==> config.mk <==
export PLATFORM = sky130hd
export DESIGN_NAME = midi_timecode_quarter_frame_codec_unit
export DESIGN_NICKNAME = d
export VERILOG_FILES = /design/src/sv/mtcqf_pkg.sv /design/src/sv/midi_timecode_quarter_frame_codec_unit.sv
export SDC_FILE = /design/constraint.sdc
export NUM_CORES = 1
export LEC_CHECK = 0
export ABC_CLOCK_PERIOD_IN_PS = 2600
export BUFFER_PORTS_ARGS = -buffer_cell sky130_fd_sc_hd__buf_2
export CORE_MARGIN = 10
export CORE_UTILIZATION = 50
export CTS_CLUSTER_DIAMETER = 120
export CTS_CLUSTER_SIZE = 30
export DETAILED_ROUTE_END_ITERATION = 16
export PLACE_DENSITY = 0.75
export SYNTH_ARGS = -nofsm -noshare
export SYNTH_HDL_FRONTEND = slang
export SYNTH_SLANG_ARGS = --single-unit
==> constraint.sdc <==
create_clock -name clk_i -period 2.6 [get_ports clk_i]
set_input_delay 0.26 -clock clk_i [delete_from_list [all_inputs] [get_ports clk_i]]
set_output_delay 0.26 -clock clk_i [all_outputs]
set_load 0.005 [all_outputs]
==> src/sv/mtcqf_pkg.sv <==
// ----------------------------------------------------------------------------
// MIDI time code quarter-frame codec package
// Operation codes, rate codes, quarter-frame piece numbers, field widths,
// range limits and the frame validity check.
// ----------------------------------------------------------------------------
`default_nettype none

package mtcqf_pkg;

  localparam int unsigned FuncW   = 2;
  localparam int unsigned QfbW    = 7;
  localparam int unsigned PieceW  = 3;
  localparam int unsigned NibW    = 4;
  localparam int unsigned RateW   = 2;
  localparam int unsigned HourW   = 5;
  localparam int unsigned MinW    = 6;
  localparam int unsigned SecW    = 6;
  localparam int unsigned FrmW    = 5;

  typedef enum logic [FuncW-1:0] {
    FUNC_RECV = 2'd0,
    FUNC_EMIT = 2'd1,
    FUNC_LOAD = 2'd2,
    FUNC_NOP  = 2'd3
  } func_e;

  typedef enum logic [RateW-1:0] {
    RATE_24   = 2'd0,
    RATE_25   = 2'd1,
    RATE_30DF = 2'd2,
    RATE_30   = 2'd3
  } rate_e;

  // Quarter-frame piece numbers
  localparam logic [PieceW-1:0] PIECE_FRM_LO  = 3'd0;
  localparam logic [PieceW-1:0] PIECE_FRM_HI  = 3'd1;
  localparam logic [PieceW-1:0] PIECE_SEC_LO  = 3'd2;
  localparam logic [PieceW-1:0] PIECE_SEC_HI  = 3'd3;
  localparam logic [PieceW-1:0] PIECE_MIN_LO  = 3'd4;
  localparam logic [PieceW-1:0] PIECE_MIN_HI  = 3'd5;
  localparam logic [PieceW-1:0] PIECE_HOUR_LO = 3'd6;
  localparam logic [PieceW-1:0] PIECE_HOUR_HI = 3'd7;

  localparam logic [HourW-1:0] HOUR_MAX   = 5'd23;
  localparam logic [MinW-1:0]  MIN_MAX    = 6'd59;
  localparam logic [SecW-1:0]  SEC_MAX    = 6'd59;
  localparam logic [FrmW-1:0]  FRM_MAX_24 = 5'd23;
  localparam logic [FrmW-1:0]  FRM_MAX_25 = 5'd24;
  localparam logic [FrmW-1:0]  FRM_MAX_30 = 5'd29;

  typedef struct packed {
    logic [RateW-1:0] rate;
    logic [HourW-1:0] hours;
    logic [MinW-1:0]  minutes;
    logic [SecW-1:0]  seconds;
    logic [FrmW-1:0]  frames;
  } frame_t;

  function automatic logic [FrmW-1:0] max_frame(input logic [RateW-1:0] rate);
    logic [FrmW-1:0] lim;
    case (rate_e'(rate))
      RATE_24: lim = FRM_MAX_24;
      RATE_25: lim = FRM_MAX_25;
      default: lim = FRM_MAX_30;
    endcase
    return lim;
  endfunction

  // Minute is a multiple of ten (six-bit range)
  function automatic logic min_tenth(input logic [MinW-1:0] mm);
    return (mm == 6'd0)  || (mm == 6'd10) || (mm == 6'd20) || (mm == 6'd30) ||
           (mm == 6'd40) || (mm == 6'd50) || (mm == 6'd60);
  endfunction

  function automatic logic time_ok(input frame_t f);
    logic dropped;
    dropped = (rate_e'(f.rate) == RATE_30DF) && (f.seconds == '0) &&
              !min_tenth(f.minutes) && (f.frames <= 5'd1);
    return (f.hours <= HOUR_MAX) && (f.minutes <= MIN_MAX) &&
           (f.seconds <= SEC_MAX) && (f.frames <= max_frame(f.rate)) && !dropped;
  endfunction

endpackage

`default_nettype wire

==> src/sv/midi_timecode_quarter_frame_codec_unit.sv <==
// ----------------------------------------------------------------------------
// MIDI time code quarter-frame codec
// Holds one full time code frame; merges or emits quarter frames, or loads a whole frame.
// ----------------------------------------------------------------------------
// Usage:
//   Input channel (in_valid_i / in_ready_o) carries one operation per
//   transaction: receive a quarter-frame byte, emit the byte for a piece,
//   load a whole frame, or do nothing. Output channel (out_valid_o /
//   out_ready_i) returns exactly one result per input transaction: the
//   stored frame after the operation, the validity flag, and the built
//   quarter-frame byte (zero unless the operation is an emit).
//   An input register captures the transaction, and the frame registers
//   and the result register are then updated from it.
//   Throughput is one transaction per cycle unless the receiver stalls;
//   the frame update is a single masked write plus a few compares, so nothing iterates.
//   When the receiver stalls, the result register holds and the input
//   register can still take one more transaction; only then does
//   in_ready_o drop.
//   Reset clears the frame to zero (24 fps, 00:00:00:00) and empties both
//   stages.
// ----------------------------------------------------------------------------
`default_nettype none

module midi_timecode_quarter_frame_codec_unit (
  input  wire logic                        clk_i,
  input  wire logic                        rst_ni,
  input  wire logic                        in_valid_i,
  output logic                             in_ready_o,
  input  wire logic [mtcqf_pkg::FuncW-1:0]  func_i,
  input  wire logic [mtcqf_pkg::QfbW-1:0]   quarter_frame_byte_i,
  input  wire logic [mtcqf_pkg::PieceW-1:0] piece_index_i,
  input  wire logic [mtcqf_pkg::RateW-1:0]  load_rate_i,
  input  wire logic [mtcqf_pkg::HourW-1:0]  load_hours_i,
  input  wire logic [mtcqf_pkg::MinW-1:0]   load_minutes_i,
  input  wire logic [mtcqf_pkg::SecW-1:0]   load_seconds_i,
  input  wire logic [mtcqf_pkg::FrmW-1:0]   load_frames_i,
  output logic                             out_valid_o,
  input  wire logic                        out_ready_i,
  output logic [mtcqf_pkg::RateW-1:0]       rate_code_o,
  output logic [mtcqf_pkg::HourW-1:0]       hours_o,
  output logic [mtcqf_pkg::MinW-1:0]        minutes_o,
  output logic [mtcqf_pkg::SecW-1:0]        seconds_o,
  output logic [mtcqf_pkg::FrmW-1:0]        frames_o,
  output logic                             time_valid_o,
  output logic [mtcqf_pkg::QfbW-1:0]        quarter_frame_out_o
);
  import mtcqf_pkg::*;

  // Input stage
  logic              s1_valid_q;
  logic [FuncW-1:0]  s1_func_q;
  logic [QfbW-1:0]   s1_qfb_q;
  logic [PieceW-1:0] s1_piece_q;
  frame_t            s1_load_q;

  // Stored frame
  frame_t frame_q, frame_d;

  // Result stage
  logic              out_valid_q;
  frame_t            res_frame_q;
  logic              res_ok_q, res_ok_d;
  logic [QfbW-1:0]   res_qfb_q, res_qfb_d;

  logic s1_advance;
  logic in_fire;

  // Input stage moves on when the result register is free or being drained
  assign s1_advance = s1_valid_q && (!out_valid_q || out_ready_i);
  assign in_ready_o = !s1_valid_q || s1_advance;
  assign in_fire    = in_valid_i && in_ready_o;

  always_ff @(posedge clk_i or negedge rst_ni) begin
    if (!rst_ni) begin
      s1_valid_q <= 1'b0;
    end else if (in_ready_o) begin
      s1_valid_q <= in_valid_i;
    end
  end

  always_ff @(posedge clk_i) begin
    if (in_fire) begin
      s1_func_q         <= func_i;
      s1_qfb_q          <= quarter_frame_byte_i;
      s1_piece_q        <= piece_index_i;
      s1_load_q.rate    <= load_rate_i;
      s1_load_q.hours   <= load_hours_i;
      s1_load_q.minutes <= load_minutes_i;
      s1_load_q.seconds <= load_seconds_i;
      s1_load_q.frames  <= load_frames_i;
    end
  end

  // Frame update and quarter-frame build
  logic [PieceW-1:0] rx_piece;
  logic [NibW-1:0]   rx_nib;
  logic [NibW-1:0]   tx_nib;

  assign rx_piece = s1_qfb_q[QfbW-1:NibW];
  assign rx_nib   = s1_qfb_q[NibW-1:0];

  always_comb begin
    frame_d   = frame_q;
    tx_nib    = '0;
    res_qfb_d = '0;
    case (func_e'(s1_func_q))
      FUNC_RECV: begin
        // Merge the nibble into the field selected by the piece number;
        // upper pieces keep only the bits the field has
        case (rx_piece)
          PIECE_FRM_LO:  frame_d.frames[3:0]  = rx_nib;
          PIECE_FRM_HI:  frame_d.frames[4]    = rx_nib[0];
          PIECE_SEC_LO:  frame_d.seconds[3:0] = rx_nib;
          PIECE_SEC_HI:  frame_d.seconds[5:4] = rx_nib[1:0];
          PIECE_MIN_LO:  frame_d.minutes[3:0] = rx_nib;
          PIECE_MIN_HI:  frame_d.minutes[5:4] = rx_nib[1:0];
          PIECE_HOUR_LO: frame_d.hours[3:0]   = rx_nib;
          PIECE_HOUR_HI: {frame_d.rate, frame_d.hours[4]} = rx_nib[2:0];
          default:       frame_d = frame_q;
        endcase
      end
      FUNC_EMIT: begin
        case (s1_piece_q)
          PIECE_FRM_LO:  tx_nib = frame_q.frames[3:0];
          PIECE_FRM_HI:  tx_nib = {3'b000, frame_q.frames[4]};
          PIECE_SEC_LO:  tx_nib = frame_q.seconds[3:0];
          PIECE_SEC_HI:  tx_nib = {2'b00, frame_q.seconds[5:4]};
          PIECE_MIN_LO:  tx_nib = frame_q.minutes[3:0];
          PIECE_MIN_HI:  tx_nib = {2'b00, frame_q.minutes[5:4]};
          PIECE_HOUR_LO: tx_nib = frame_q.hours[3:0];
          PIECE_HOUR_HI: tx_nib = {1'b0, frame_q.rate, frame_q.hours[4]};
          default:       tx_nib = '0;
        endcase
        res_qfb_d = {s1_piece_q, tx_nib};
      end
      FUNC_LOAD: frame_d = s1_load_q;
      default:   frame_d = frame_q;
    endcase
  end

  assign res_ok_d = time_ok(frame_d);

  always_ff @(posedge clk_i or negedge rst_ni) begin
    if (!rst_ni) begin
      frame_q     <= '0;
      out_valid_q <= 1'b0;
    end else begin
      if (s1_advance) begin
        frame_q <= frame_d;
      end
      if (s1_advance) begin
        out_valid_q <= 1'b1;
      end else if (out_ready_i) begin
        out_valid_q <= 1'b0;
      end
    end
  end

  // Hold the result while the receiver stalls
  always_ff @(posedge clk_i) begin
    if (s1_advance) begin
      res_frame_q <= frame_d;
      res_ok_q    <= res_ok_d;
      res_qfb_q   <= res_qfb_d;
    end
  end

  assign out_valid_o         = out_valid_q;
  assign rate_code_o         = res_frame_q.rate;
  assign hours_o             = res_frame_q.hours;
  assign minutes_o           = res_frame_q.minutes;
  assign seconds_o           = res_frame_q.seconds;
  assign frames_o            = res_frame_q.frames;
  assign time_valid_o        = res_ok_q;
  assign quarter_frame_out_o = res_qfb_q;

endmodule

`default_nettype wire

== Word-level counts from Yosys, hierarchy flattened ==
Index checks and enable logic that the tools add are counted.

* $lt $le $gt $ge: 5
* Equality and inequality tests: 24
* Multiplexer cells: 13
* Reductions and logical operators: 28

{| class="wikitable"
|+ Operators with widths
! cell !! number
|-
| 24-bit one-hot mux with 2 select lines || 1
|-
| 4-bit one-hot mux with 8 select lines || 1
|-
| 3-bit equality test (second input constant) || 8
|-
| 6-bit equality test (second input constant) || 3
|-
| 4-bit two-way mux || 4
|-
| 3-bit by 2-bit equality test with 1-bit output (second input constant) || 4
|-
| 6-bit by 5-bit equality test with 1-bit output (second input constant) || 2
|-
| 6-bit <= comparator (second input constant) || 2
|-
| 6-bit logical NOT || 2
|-
| 1-bit logical AND || 9
|-
| 1-bit logical OR || 8
|-
| 4-bit one-hot mux with 2 select lines || 1
|-
| 3-bit by 1-bit equality test with 1-bit output (second input constant) || 2
|-
| 6-bit by 4-bit equality test with 1-bit output (second input constant) || 1
|-
| 3-bit logical NOT || 2
|-
| 5-bit by 1-bit <= comparator with 1-bit output (second input constant) || 1
|-
| 5-bit <= comparator || 1
|-
| 5-bit <= comparator (second input constant) || 1
|-
| 2-bit by 1-bit equality test with 1-bit output (second input constant) || 2
|-
| 2-bit equality test (second input constant) || 2
|-
| 1-bit logical NOT || 4
|-
| 2-bit logical NOT || 2
|-
| 2-bit two-way mux || 2
|-
| 1-bit two-way mux || 3
|-
| 2 further kinds || 2
|}

* Register bits after elaboration: 94
* Word-level logic and storage cells: 92

== Longest topological paths before layout ==
Gate-level depths: netlist of the first run.

* Depth after elaboration: 15
* Mapped depth: 16

== Worst setup path before layout of the first run ==
No wires, ideal clock.

* Path kind: register to register
* Start point: register s1_qfb_q[5]
* End point: register res_ok_q (netlist: time_valid_o), data pin
* Setup time: 0.146 ns
* Arrival time: 2.765 ns
* Data required time: 2.454 ns
* Slack: -0.311 ns
* Stages on the path, launching flop included: 14
* Buffers on the path: 1
* Period minus slack after synthesis: 2.911 ns
* Cell sequence: edfxtp_1 buf_2 nor4_1 nor2_1 a222oi_1 inv_1 ha_1 nor2b_1 o21a_1 o21ai_0 nand2b_1 a311oi_1 o221ai_1 a21oi_1

{| class="wikitable"
|+ RTL lines
! what !! RTL line !! RTL
|-
| start: declaration || midi_timecode_quarter_frame_codec_unit.sv:52 || <nowiki>logic [QfbW-1:0] s1_qfb_q;</nowiki>
|-
| start signal: assignment || midi_timecode_quarter_frame_codec_unit.sv:84 || <nowiki>s1_qfb_q <= quarter_frame_byte_i;</nowiki>
|-
| end signal: assignment || midi_timecode_quarter_frame_codec_unit.sv:163 || <nowiki>res_ok_q <= res_ok_d;</nowiki>
|-
| end: declaration || midi_timecode_quarter_frame_codec_unit.sv:62 || <nowiki>logic res_ok_q, res_ok_d;</nowiki>
|}

== Worst setup path after layout of the first run ==
* Start point: register s1_func_q[0]
* End point: register res_ok_q (netlist: time_valid_o), data pin

* Word-level cells in the longest chain between the ends: 14
* Elaborated cells between the ends (all ways): 35
* Classes of those cells: 5 x order compare; 9 x eq/ne; 2 x mux; 19 x reduce/logical

{| class="wikitable"
|+ Ends and longest elaborated chain
! what !! RTL line !! RTL
|-
| start: declaration || midi_timecode_quarter_frame_codec_unit.sv:51 || <nowiki>logic [FuncW-1:0] s1_func_q;</nowiki>
|-
| start signal: assignment || midi_timecode_quarter_frame_codec_unit.sv:83 || <nowiki>s1_func_q <= func_i;</nowiki>
|-
| 2-bit equality test / 2-bit logical NOT (equally long branches) || midi_timecode_quarter_frame_codec_unit.sv:106 || <nowiki>case (func_e'(s1_func_q))</nowiki>
|-
| 24-bit one-hot mux with 2 select lines (*) || midi_timecode_quarter_frame_codec_unit.sv:106 ||
|-
| parallel branches: the longest is 11 deep, another holds 5-bit <= comparator || n/a ||
|-
| 1-bit logical AND (*) || mtcqf_pkg.sv:80 || <nowiki>(f.seconds <= SEC_MAX) && (f.frames <= max_frame(f.rate)) && !dropped;</nowiki>
|-
| via res_ok_d || midi_timecode_quarter_frame_codec_unit.sv:62 ||
|}

Mark *: on every way through the listed nets, which the timed path passes.
A chain may end at the register's enable or synchronous reset.

==> results of run 1 <==
[sequential cells by signal, indices dropped and copies added (netlist names)]
name	cells
frame_q	24
s1_load_q	24
quarter_frame_out_o	7
s1_qfb_q	7
minutes_o	6
seconds_o	6
frames_o	5
hours_o	5
s1_piece_q	3
rate_code_o	2
s1_func_q	2
out_valid_o	1
s1_valid_q	1
time_valid_o	1
[layout by cell type (no fill, tap or decap), drive strengths merged, types with 5 or more instances in the layout]
master,instances
nor4,6
a21oi,12
nand3,5
and2,5
nor2b,9
nor3,10
clkbuf,10
nand2,35
edfxtp,68
and3,5
buf,129
o21ai,30
nand2b,11
inv,28
mux2,10
nor2,19
dfrtp,26
[report_power, final]
group | leakage [nW] | internal [W] | total [W] | switching (W)
registers | 0.974 | 0.00188 | 0.00205 | 0.000176
clock network | 0.0875 | 0.000355 | 0.000884 | 0.000529
logic | 1.22 | 0.000456 | 0.000951 | 0.000495
[final timing paths]
kind	startpoint	to	slack (ns)	cells after the start
setup / recovery	s1_func_q[0]	time_valid_o	-0.17	12
hold / removal	piece_index_i[2]	s1_piece_q[2]	0.06	1
setup reg to reg	s1_func_q[0]	time_valid_o	-0.17	12
hold reg to reg	s1_valid_q	out_valid_o	0.49	1
max in group asynchronous	rst_ni	frame_q[23]	1.75	2
min in group asynchronous	rst_ni	out_valid_o	0.44	2
[logic make-up after synthesis]
family / count (synthesis) / share of synthesized area
adder cells (fa/ha/maj): 4 / 0.0115
multiplexers: 13 / 0.0327
buffers and inverters: 46 / 0.0419
AND/OR/NAND/NOR: 125 / 0.158
flip-flops: 94 / 0.617
AO/OA/AOI/OAI: 89 / 0.139
[metal layers]
layer  global-route usage  wire (um)  up-vias
li1                     -          -     1621
met5                    0          0        -
met2                0.269       5250      138
met1                0.219       4680     1616
met3               0.0425        831       11
met4               0.0702        168        0
[critical path, cell delays in order, from the launching register on]
cell	delay (ns)
edfxtp_1	0.51
and4b_1	0.36
nor2_1	0.07
a221oi_2	0.27
nand2_1	0.12
ha_1	0.32
nor2b_1	0.14
o21a_1	0.16
o21ai_1	0.11
nand2b_1	0.07
a311oi_1	0.21
o221ai_1	0.15
a21oi_1	0.16
[through the flow]
step | cell area [sq um] | utilization | power, W | hold slack, ns
CTS | 5410 | 0.629 | 0.00390 | 0.0496
global placement | 5210 | 0.606 | 0.00298 | 0.298
detailed placement | 5210 | 0.606 | 0.00302 | 0.295
floorplan | 4400 | - | 0.00258 | -0.0356
global route | 5410 | 0.629 | 0.00411 | 0.0462
finish | 5410 | 0.629 | 0.00389 | 0.0646
[what timing repair did]
action | 4_1_cts | 5_1_grt
endpoints found under the setup margin | 1 | 1
resized for setup | 3 | 0
hold buffers | 1 | 0
hold endpoints to repair | 26 | 0
buffers inserted | 1 | 0
pin swaps | 2 | 0
[layout make-up]
| class | instances | area, sq um |
|---|---|---|
| multi-input cells | 231 | 1520 |
| clock buffers | 10 | 128 |
| clock inverters | 6 | 43.8 |
| fillers | 724 | 3180 |
| flip-flops and latches | 94 | 2690 |
| repair buffers | 130 | 800 |
| well taps | 108 | 135 |
| inverters | 25 | 93.8 |
==> reports/summary.txt, run 1 <==
RSZ-0062 raised after global routing - true
Synthesis Warnings - 0
Maxcap violations - 0
Syn Inst Count - 371
CTS Buf Count - 9
Post-route minimum period - 2.77 ns
Clock Sink Count - 94
Layout Nets - 535
Final non-filler cell total - 604
Synth Register Bits - 94
Routed len/inst - 18.1 um
Synth area leaders - edfxtp_1 47%, dfrtp_1 15%, o21ai_0 3.3%, nand2_1 2.9%, mux2_2 2.6%
Kind of critical path - reg -> reg
Total GRT Usage - 0.170
H-tree levels - 3
Sequential element share of the synthesized area - 0.617
Residual DRC - 0
Commonest cells post-synth - 68 x edfxtp_1, 34 x nand2_1, 29 x o21ai_0, 26 x dfrtp_1, 23 x inv_1
Crit path max fanout - 5
Worst EP arrival - 2.99 ns
Worst-margin pin slew - 0.698 ns
Port Buffer Count - 73
CTS Root Cell - clkbuf_8
Status - finished, violations left
FMAX - 0.360 GHz
Area added between synthesis and finish - 24.0%
Cell Area, Synth - 0.00436 sq mm
Hold WC Path Type - in -> reg
Fin. Hold Viols - 0
First-pass GRT wire length - 17400 um
Synth Area per Inst - 11.8 sq um
Worst skew pair latency - 0.37 ns
IO Pins - 74
Post-synth EDFFs - 68
Part of the cycle the worst path needs - 1.07
Antenna violations before repair - 0
Final Skew - 0.0124 ns
GP Congestion - 0.934
Reg clk slew, reported paths - 0.10 ns
Distinct cell type count after synthesis - 61
Initial Util - 0.508
Cell with the most instances after synthesis - edfxtp_1
Die area - 0.0129 sq mm
Layout cells sized above 1 - 0.337
Final ANT Viol Nets - 0
Antenna Cells - 0
Top_reg_cell synth - edfxtp_1
Top cell type's share of synthesized area - 0.468
DR vias - 3386
VDD IR-drop max - 0.373 mV
Placement Rows - 34
Final setup fails - 1
Slew headroom - 0.534
Total iterations of the first detailed-routing run - 5
Post-detail-place hpwl - 8400 um
Drt total wl - 10900 um
Slew Viols, Final - 0
CP startpoint kind - flop
Vert. Die Dim - 113 um
Setup_tns - -0.175 ns
Syn_nets - 415
Leakage - 2.29 nW
Required @ worst endpoint - 2.81 ns
Failing checks - setup timing
Floorplan core area - 0.00859 sq mm
Vias in the first global route - 3378
Final WS setup - -0.175 ns
Post-synth top area cell - edfxtp_1
Vias per cell - 5.61
Pwr Density - 719 mW/mm^2
Largest net degree at the start of global routing - 37
Placed instance count - 586
Setup crit end kind - flop
CTS tree - done
Chip width - 113 um
DP Worst Slack - -0.176 ns
Fraction of registers with async set/reset - 0.277
Max Root-Sink Buffers - 2
Iter 0 DRT Violations - 221
Overflow after GRT - 0
(Power assumes the default switching activity.)
==> inputs of run 2 (changes only) <==
--- a/config.mk
+++ b/config.mk
@@ -6,7 +6,7 @@
 export NUM_CORES = 1
 export LEC_CHECK = 0
 export ABC_CLOCK_PERIOD_IN_PS = 2600
-export BUFFER_PORTS_ARGS = -buffer_cell sky130_fd_sc_hd__buf_2
+export BUFFER_PORTS_ARGS = -buffer_cell sky130_fd_sc_hd__buf_4
 export CORE_MARGIN = 10
 export CORE_UTILIZATION = 50
 export CTS_CLUSTER_DIAMETER = 120
==> run 2 against run 1 <==
  * Critical endpoint unchanged
  * Clock skew grew 0.0039 ns
  * Largest power group unchanged
  * Hold slack worse by 0.0087 ns
  * Flip-flop and latch count unchanged
  * Sequential share of layout area fell by 2.8 points
  * The flow still finishes with violations (setup timing)
  * Sequential power about the same
  * Combinational power rose by 15%
==> reports/summary.txt, run 2 (synthesized netlist as in run 1, its figures left out) <==
RSZ-0062 raised after global routing - true (unchanged)
Failing checks - setup timing (unchanged)
Worst EP arrival - 3.18 ns (was 2.99 ns)
Die area - 0.0129 sq mm (unchanged)
Slowest CP cell - edfxtp_1 (unchanged)
Clock Sink Count - 94 (unchanged)
Initial Util - 0.508 (unchanged)
Layout cells sized above 1 - 0.361 (was 0.337)
Part of the cycle the worst path needs - 1.13 (was 1.07)
CP top delay family - compound AO/OA/AOI/OAI gates (unchanged)
Vert. Die Dim - 113 um (unchanged)
Final ANT Viol Nets - 0 (unchanged)
Crit-path cells - buf_6 -> buf_4 -> buf_4 -> nor4_4 -> a222oi_1 -> buf_4 -> inv_4 -> ha_4 -> nor2b_4 -> o21a_1 -> o21ai_2 -> nand2b_1 -> a311oi_2 -> o221ai_1 -> a21oi_1 (was and4b_1 -> nor2_1 -> a221oi_2 -> nand2_1 -> ha_1 -> nor2b_1 -> o21a_1 -> o21ai_1 -> nand2b_1 -> a311oi_1 -> o221ai_1 -> a21oi_1)
Chip width - 113 um (unchanged)
CP startpoint kind - flop (unchanged)
VDD IR-drop max - 0.436 mV (was 0.373 mV)
Total iterations of the first detailed-routing run - 5 (unchanged)
Total power draw - 0.00417 W (was 0.00389 W)
Kind of critical path - reg -> reg (unchanged)
Overflow after GRT - 0 (unchanged)
Setup crit end kind - flop (unchanged)
FMAX - 0.339 GHz (was 0.360 GHz)
CP max stage delay - 0.42 ns (was 0.51 ns)
CTS tree - done (unchanged)
Vias per cell - 5.68 (was 5.61)
Final Skew - 0.0163 ns (was 0.0124 ns)
Required @ worst endpoint - 2.83 ns (was 2.81 ns)
H-tree levels - 3 (unchanged)
CTS Buf Count - 9 (unchanged)
Port Buffer Count - 73 (unchanged)
Floorplan core area - 0.00859 sq mm (unchanged)
WP buf/inv - 5 (was 0)
Final WS setup - -0.350 ns (was -0.175 ns)
Setup_tns - -0.350 ns (was -0.175 ns)
Commonest cells after routing, fill and taps aside - 133 x buf_4, 68 x edfxtp_1, 34 x nand2_1 (was 73 x buf_2, 68 x edfxtp_1, 55 x buf_4)
DR vias - 3464 (was 3386)
Placed instance count - 586 (unchanged)
GP Congestion - 0.963 (was 0.934)
Final setup fails - 1 (unchanged)
Antenna violations before repair - 0 (unchanged)
Post-detail-place hpwl - 8590 um (was 8400 um)
Worst-margin pin slew - 0.775 ns (was 0.698 ns)
Drt total wl - 11400 um (was 10900 um)
Residual DRC - 0 (unchanged)
Reg clk slew, reported paths - 0.11 ns (was 0.10 ns)
First-pass GRT wire length - 18200 um (was 17400 um)
Slew headroom - 0.482 (was 0.534)
Antenna Cells - 0 (unchanged)
Top flop regs - frame_q: 24 flops, s1_load_q: 24 flops (unchanged)
Status - finished, violations left (unchanged)
Layout Nets - 541 (was 535)
Placed inst area - 0.00539 sq mm (was 0.00521 sq mm)
Post-route minimum period - 2.95 ns (was 2.77 ns)
Max Root-Sink Buffers - 2 (unchanged)
Worst skew pair latency - 0.37 ns (about the same)
Most common cell after layout, fill and taps aside - buf_4 (was buf_2)
Crit path max fanout - 5 (unchanged)
Hold WC Path Type - in -> reg (unchanged)
Met1 capacity usage during global routing - 0.223 (was 0.219)
Iter 0 DRT Violations - 235 (was 221)
Placement Rows - 34 (unchanged)
Final non-filler cell total - 610 (was 604)
Final instance area - 0.00573 sq mm (was 0.00541 sq mm)
IO Pins - 74 (unchanged)
Critical Path Most Common Cell - buf_4
Met3 usage - 0.0346 (was 0.0425)
Slew Viols, Final - 0 (unchanged)
Vias in the first global route - 3522 (was 3378)
Grt met2 use - 0.288 (was 0.269)
Leakage - 2.41 nW (was 2.29 nW)
Total GRT Usage - 0.176 (was 0.170)
CTS Root Cell - clkbuf_8 (unchanged)
Gr busiest metal - met2 (unchanged)
Maxcap violations - 0 (unchanged)
Area added between synthesis and finish - 31.5% (was 24.0%)
Pwr Density - 727 mW/mm^2 (was 719 mW/mm^2)
Fin. Hold Viols - 0 (unchanged)
Largest net degree at the start of global routing - 39 (was 37)
Routed len/inst - 18.7 um (was 18.1 um)
run 2: cell count changes in the layout (fill, tap and decap cells not counted), sizes merged:
cell,before,now
clkinvlp,1,0
bufinv,0,1
buf,129,135
run 2: area by class of cell:
cell class / count / area, sq um
Clock buffer: 10 / 128
Clock inverter: 6 / 78.8
Fill cell: 672 / 2860
Inverter: 25 / 96.3
Multi-Input combinational cell: 231 / 1570
Sequential cell: 94 / 2690
Tap cell: 108 / 135
Timing Repair Buffer: 136 / 1030
run 2: final timing paths:
check	to	slack, ns	from	cells after the start
setup / recovery	time_valid_o	-0.35	s1_func_q[0]	15
setup reg to reg	time_valid_o	-0.35	s1_func_q[0]	15
hold / removal	s1_piece_q[1]	0.06	piece_index_i[1]	1
hold reg to reg	out_valid_o	0.50	s1_valid_q	1
min in group asynchronous	frame_q[11]	0.33	rst_ni	2
max in group asynchronous	frame_q[23]	1.98	rst_ni	2
run 2: stage by stage:
step                      utilization  hold WS, ns  worst slack (ns)
final                           0.667       0.0559            -0.350
after global routing            0.667       0.0452            -0.541
after CTS                       0.661       0.0503            -0.162
after detailed placement        0.627        0.196            -0.280
after global placement          0.627        0.192            -0.147
after floorplan                     -      -0.0356           -0.0740
run 2: timing repair:
item,in CTS,in global routing
setup endpoints to repair,1,1
hold buffers,1,0
buffers inserted,5,2
resized for setup,8,7
pin swaps,5,7
endpoints found under the hold margin,26,0
run 2: routing by layer:
metal  wire [um]  part of all wire
met5           0                 0
met2        5550              0.49
met1        4670              0.41
met3         904             0.079
met4         290             0.025
run 2: power by group:
part / internal [W] / switching, W / total, W
sequential: 0.00188 / 0.000182 / 0.00206
combinational: 0.000549 / 0.000543 / 0.00109
clock: 0.000466 / 0.000550 / 0.00102
==> inputs of run 3 (changes only) <==
--- a/config.mk
+++ b/config.mk
@@ -13,6 +13,7 @@
 export CTS_CLUSTER_SIZE = 30
 export DETAILED_ROUTE_END_ITERATION = 16
 export PLACE_DENSITY = 0.75
+export REMOVE_ABC_BUFFERS = 1
 export SYNTH_ARGS = -nofsm -noshare
 export SYNTH_HDL_FRONTEND = slang
 export SYNTH_SLANG_ARGS = --single-unit
==> run 3 against run 2 <==
  * The flow still finishes with violations (setup timing)
  * Wire length down 2.1%
  * Final area is 1.1% lower
  * Sequential share of layout area increased by 0.51 points
  * Count of clock-buffer cells in the layout decreased by 1
  * Global-route usage shrank 0.35 points
  * Clock power up 5%
  * Register-to-register slack improved by 0.22 ns
  * Clock skew down 0.0031 ns
  * Total power is 0.42% lower
  * First-iteration DRC count fell by 7.2%
  * Combinational power decreased by 6%
  * Critical endpoint unchanged
  * Highest routed layer unchanged
==> reports/summary.txt, run 3 (synthesized netlist as in run 1, its figures left out) <==
CTS Buf Count - 9 (unchanged)
Total iterations of the first detailed-routing run - 5 (unchanged)
Vias in the first global route - 3457 (was 3522)
Commonest cells after routing, fill and taps aside - 123 x buf_4, 68 x edfxtp_1, 34 x nand2_1 (was 133 x buf_4, 68 x edfxtp_1, 34 x nand2_1)
Leakage - 2.36 nW (was 2.41 nW)
Reg2reg setup slack - -0.13 ns (was -0.35 ns)
Final Skew - 0.0133 ns (was 0.0163 ns)
Worst EP arrival - 2.97 ns (was 3.18 ns)
Antenna Cells - 0 (unchanged)
CTS tree - done (unchanged)
RSZ-0062 raised after global routing - true (unchanged)
Comb pwr share - 0.248 (was 0.262)
Post-route minimum period - 2.73 ns (was 2.95 ns)
CP startpoint kind - flop (unchanged)
Status - finished, violations left (unchanged)
Final ANT Viol Nets - 0 (unchanged)
Net load switching power - 0.00122 W (was 0.00127 W)
Final instance area - 0.00567 sq mm (was 0.00573 sq mm)
Worst skew pair latency - 0.37 ns (about the same)
Final WS setup - -0.131 ns (was -0.350 ns)
Hold Crit Depth - 1 (unchanged)
Crit-path cells - buf_6 -> nand2_1 -> o31ai_1 -> buf_4 -> a21o_1 -> nand2_1 -> ha_4 -> nor2b_1 -> o21a_1 -> o21ai_1 -> nand2b_1 -> a311oi_2 -> o221ai_1 -> a21oi_1 (was buf_6 -> buf_4 -> buf_4 -> nor4_4 -> a222oi_1 -> buf_4 -> inv_4 -> ha_4 -> nor2b_4 -> o21a_1 -> o21ai_2 -> nand2b_1 -> a311oi_2 -> o221ai_1 -> a21oi_1)
Pwr Density - 732 mW/mm^2 (was 727 mW/mm^2)
Layout fillers - 675 (was 672)
Sequential power share - 0.496 (was 0.494)
Layout Nets - 532 (was 541)
Port Buffer Count - 73 (unchanged)
Chip width - 113 um (unchanged)
Fin. Hold Viols - 0 (unchanged)
Routed length on met1 - 4670 um (about the same)
Most common cell after layout, fill and taps aside - buf_4 (unchanged)
FMAX - 0.366 GHz (was 0.339 GHz)
H-tree levels - 3 (unchanged)
Slew Viols, Final - 0 (unchanged)
Worst-margin pin slew - 0.725 ns (was 0.775 ns)
Vert. Die Dim - 113 um (unchanged)
Max Used Layer - met4 (unchanged)
Hold WC Path Type - in -> reg (unchanged)
First-pass GRT wire length - 17900 um (was 18200 um)
Critical Path Most Common Cell - nand2_1 (was buf_4)
Initial Util - 0.508 (unchanged)
Setup crit end kind - flop (unchanged)
CP max stage delay - 0.49 ns (was 0.42 ns)
Antenna violations before repair - 0 (unchanged)
Clock Sink Count - 94 (unchanged)
Overflow after GRT - 0 (unchanged)
Final setup fails - 1 (unchanged)
Area added between synthesis and finish - 30.1% (was 31.5%)
Residual DRC - 0 (unchanged)
Drt total wl - 11200 um (was 11400 um)
Die area - 0.0129 sq mm (unchanged)
Max Root-Sink Buffers - 2 (unchanged)
Failing checks - setup timing (unchanged)
GP Congestion - 0.929 (was 0.963)
Post-detail-place hpwl - 8380 um (was 8590 um)
Placed inst area - 0.00529 sq mm (was 0.00539 sq mm)
Reg clk slew, reported paths - 0.09 ns (was 0.11 ns)
Net Sw Frac - 0.293 (was 0.306)
Wire length on met2 - 5450 um (was 5550 um)
Maxcap violations - 0 (unchanged)
DP Worst Slack - -0.454 ns (was -0.280 ns)
Placement Rows - 34 (unchanged)
Slew headroom - 0.516 (was 0.482)
Kind of critical path - reg -> reg (unchanged)
IO Pins - 74 (unchanged)
Routed length on met3 - 829 um (was 904 um)
Vias per cell - 5.69 (was 5.68)
CTS Root Cell - clkbuf_8 (unchanged)
Part of the cycle the worst path needs - 1.05 (was 1.13)
Required @ worst endpoint - 2.84 ns (was 2.83 ns)
Routed len/inst - 18.6 um (was 18.7 um)
Slowest CP cell - edfxtp_1 (unchanged)
Placed instance count - 576 (was 586)
Worst reg2reg path depth - 14 (was 15)
Total GRT Usage - 0.173 (was 0.176)
Clock share of power - 0.257 (was 0.244)
DR vias - 3413 (was 3464)
Largest net degree at the start of global routing - 37 (was 39)
Final non-filler cell total - 600 (was 610)
Int Pwr - 0.00293 W (was 0.00289 W)
Crit path max fanout - 8 (was 5)
VDD IR-drop max - 0.309 mV (was 0.436 mV)
Floorplan core area - 0.00859 sq mm (unchanged)
Top flop regs - frame_q: 24 flops, s1_load_q: 24 flops (unchanged)
Iter 0 DRT Violations - 218 (was 235)
Layout cells sized above 1 - 0.350 (was 0.361)
run 3: changes by cell type in the layout (fill, tap and decap cells not counted), moves of 2 or more:
cell,before,now
nor3_1,10,8
clkinvlp_4,0,2
buf_4,133,123
nor3_2,0,2
inv_8,2,0
clkinv_4,2,0
nor4_2,1,3
run 3: path summary, 6_finish.rpt:
check,startpoint,end
setup / recovery,s1_qfb_q[6],time_valid_o
hold / removal,piece_index_i[1],s1_piece_q[1]
setup reg to reg,s1_qfb_q[6],time_valid_o
hold reg to reg,frame_q[6],frame_q[6]
max in group asynchronous,rst_ni,frame_q[2]
min in group asynchronous,rst_ni,frame_q[14]
run 3: worst max-delay path, delay by kind of cell, from the launching register on:
family	cells	cell delay [ns]
flops	1	0.49
fa+ha+maj	1	0.27
buf+inv	2	0.32
simple gates	4	0.38
compound gates	7	1.13
run 3: final cells by class:
cell class,instances,area [sq um],area share
flip-flops and latches,94,2690,0.475
multi-input cells,231,1570,0.276
repair buffers,127,967,0.170
well taps,108,135,0.0238
clock buffers,9,124,0.0218
inverters,25,96.3,0.0170
clock inverters,6,92.6,0.0163
run 3: power by group through the flow:
stage                     logic, W  registers, W  clock network, W
after detailed placement  0.000975       0.00208                 0
after global routing       0.00114       0.00208           0.00115
after global placement    0.000941       0.00207                 0
after CTS                  0.00102       0.00205           0.00108
after floorplan           0.000511       0.00204                 0
final                      0.00103       0.00206           0.00107
run 3: metrics by stage:
step                hold WS (ns)  utilization  power, W  setup TNS (ns)
detailed placement         0.193        0.616   0.00305          -0.454
finish                    0.0539        0.660   0.00415          -0.131
global route              0.0475        0.660   0.00437          -0.335
floorplan                -0.0356            -   0.00255          -0.764
CTS                       0.0465        0.655   0.00416          -0.107
global placement           0.190        0.616   0.00301          -0.294
run 3: repair_timing:
item                                    CTS  global route
hold endpoints to repair                 26             0
setup buffers                             6             2
endpoints found under the setup margin    1             1
pin swaps                                 8             0
cloned                                    0             0
hold buffers                              1             0
resized for setup                        13             5
run 3: routing by layer:
layer	global-route usage	vias up
li1	-	1615
met1	0.224	1646
met2	0.272	129
met3	0.0478	23
met4	0.0618	0
met5	0	-
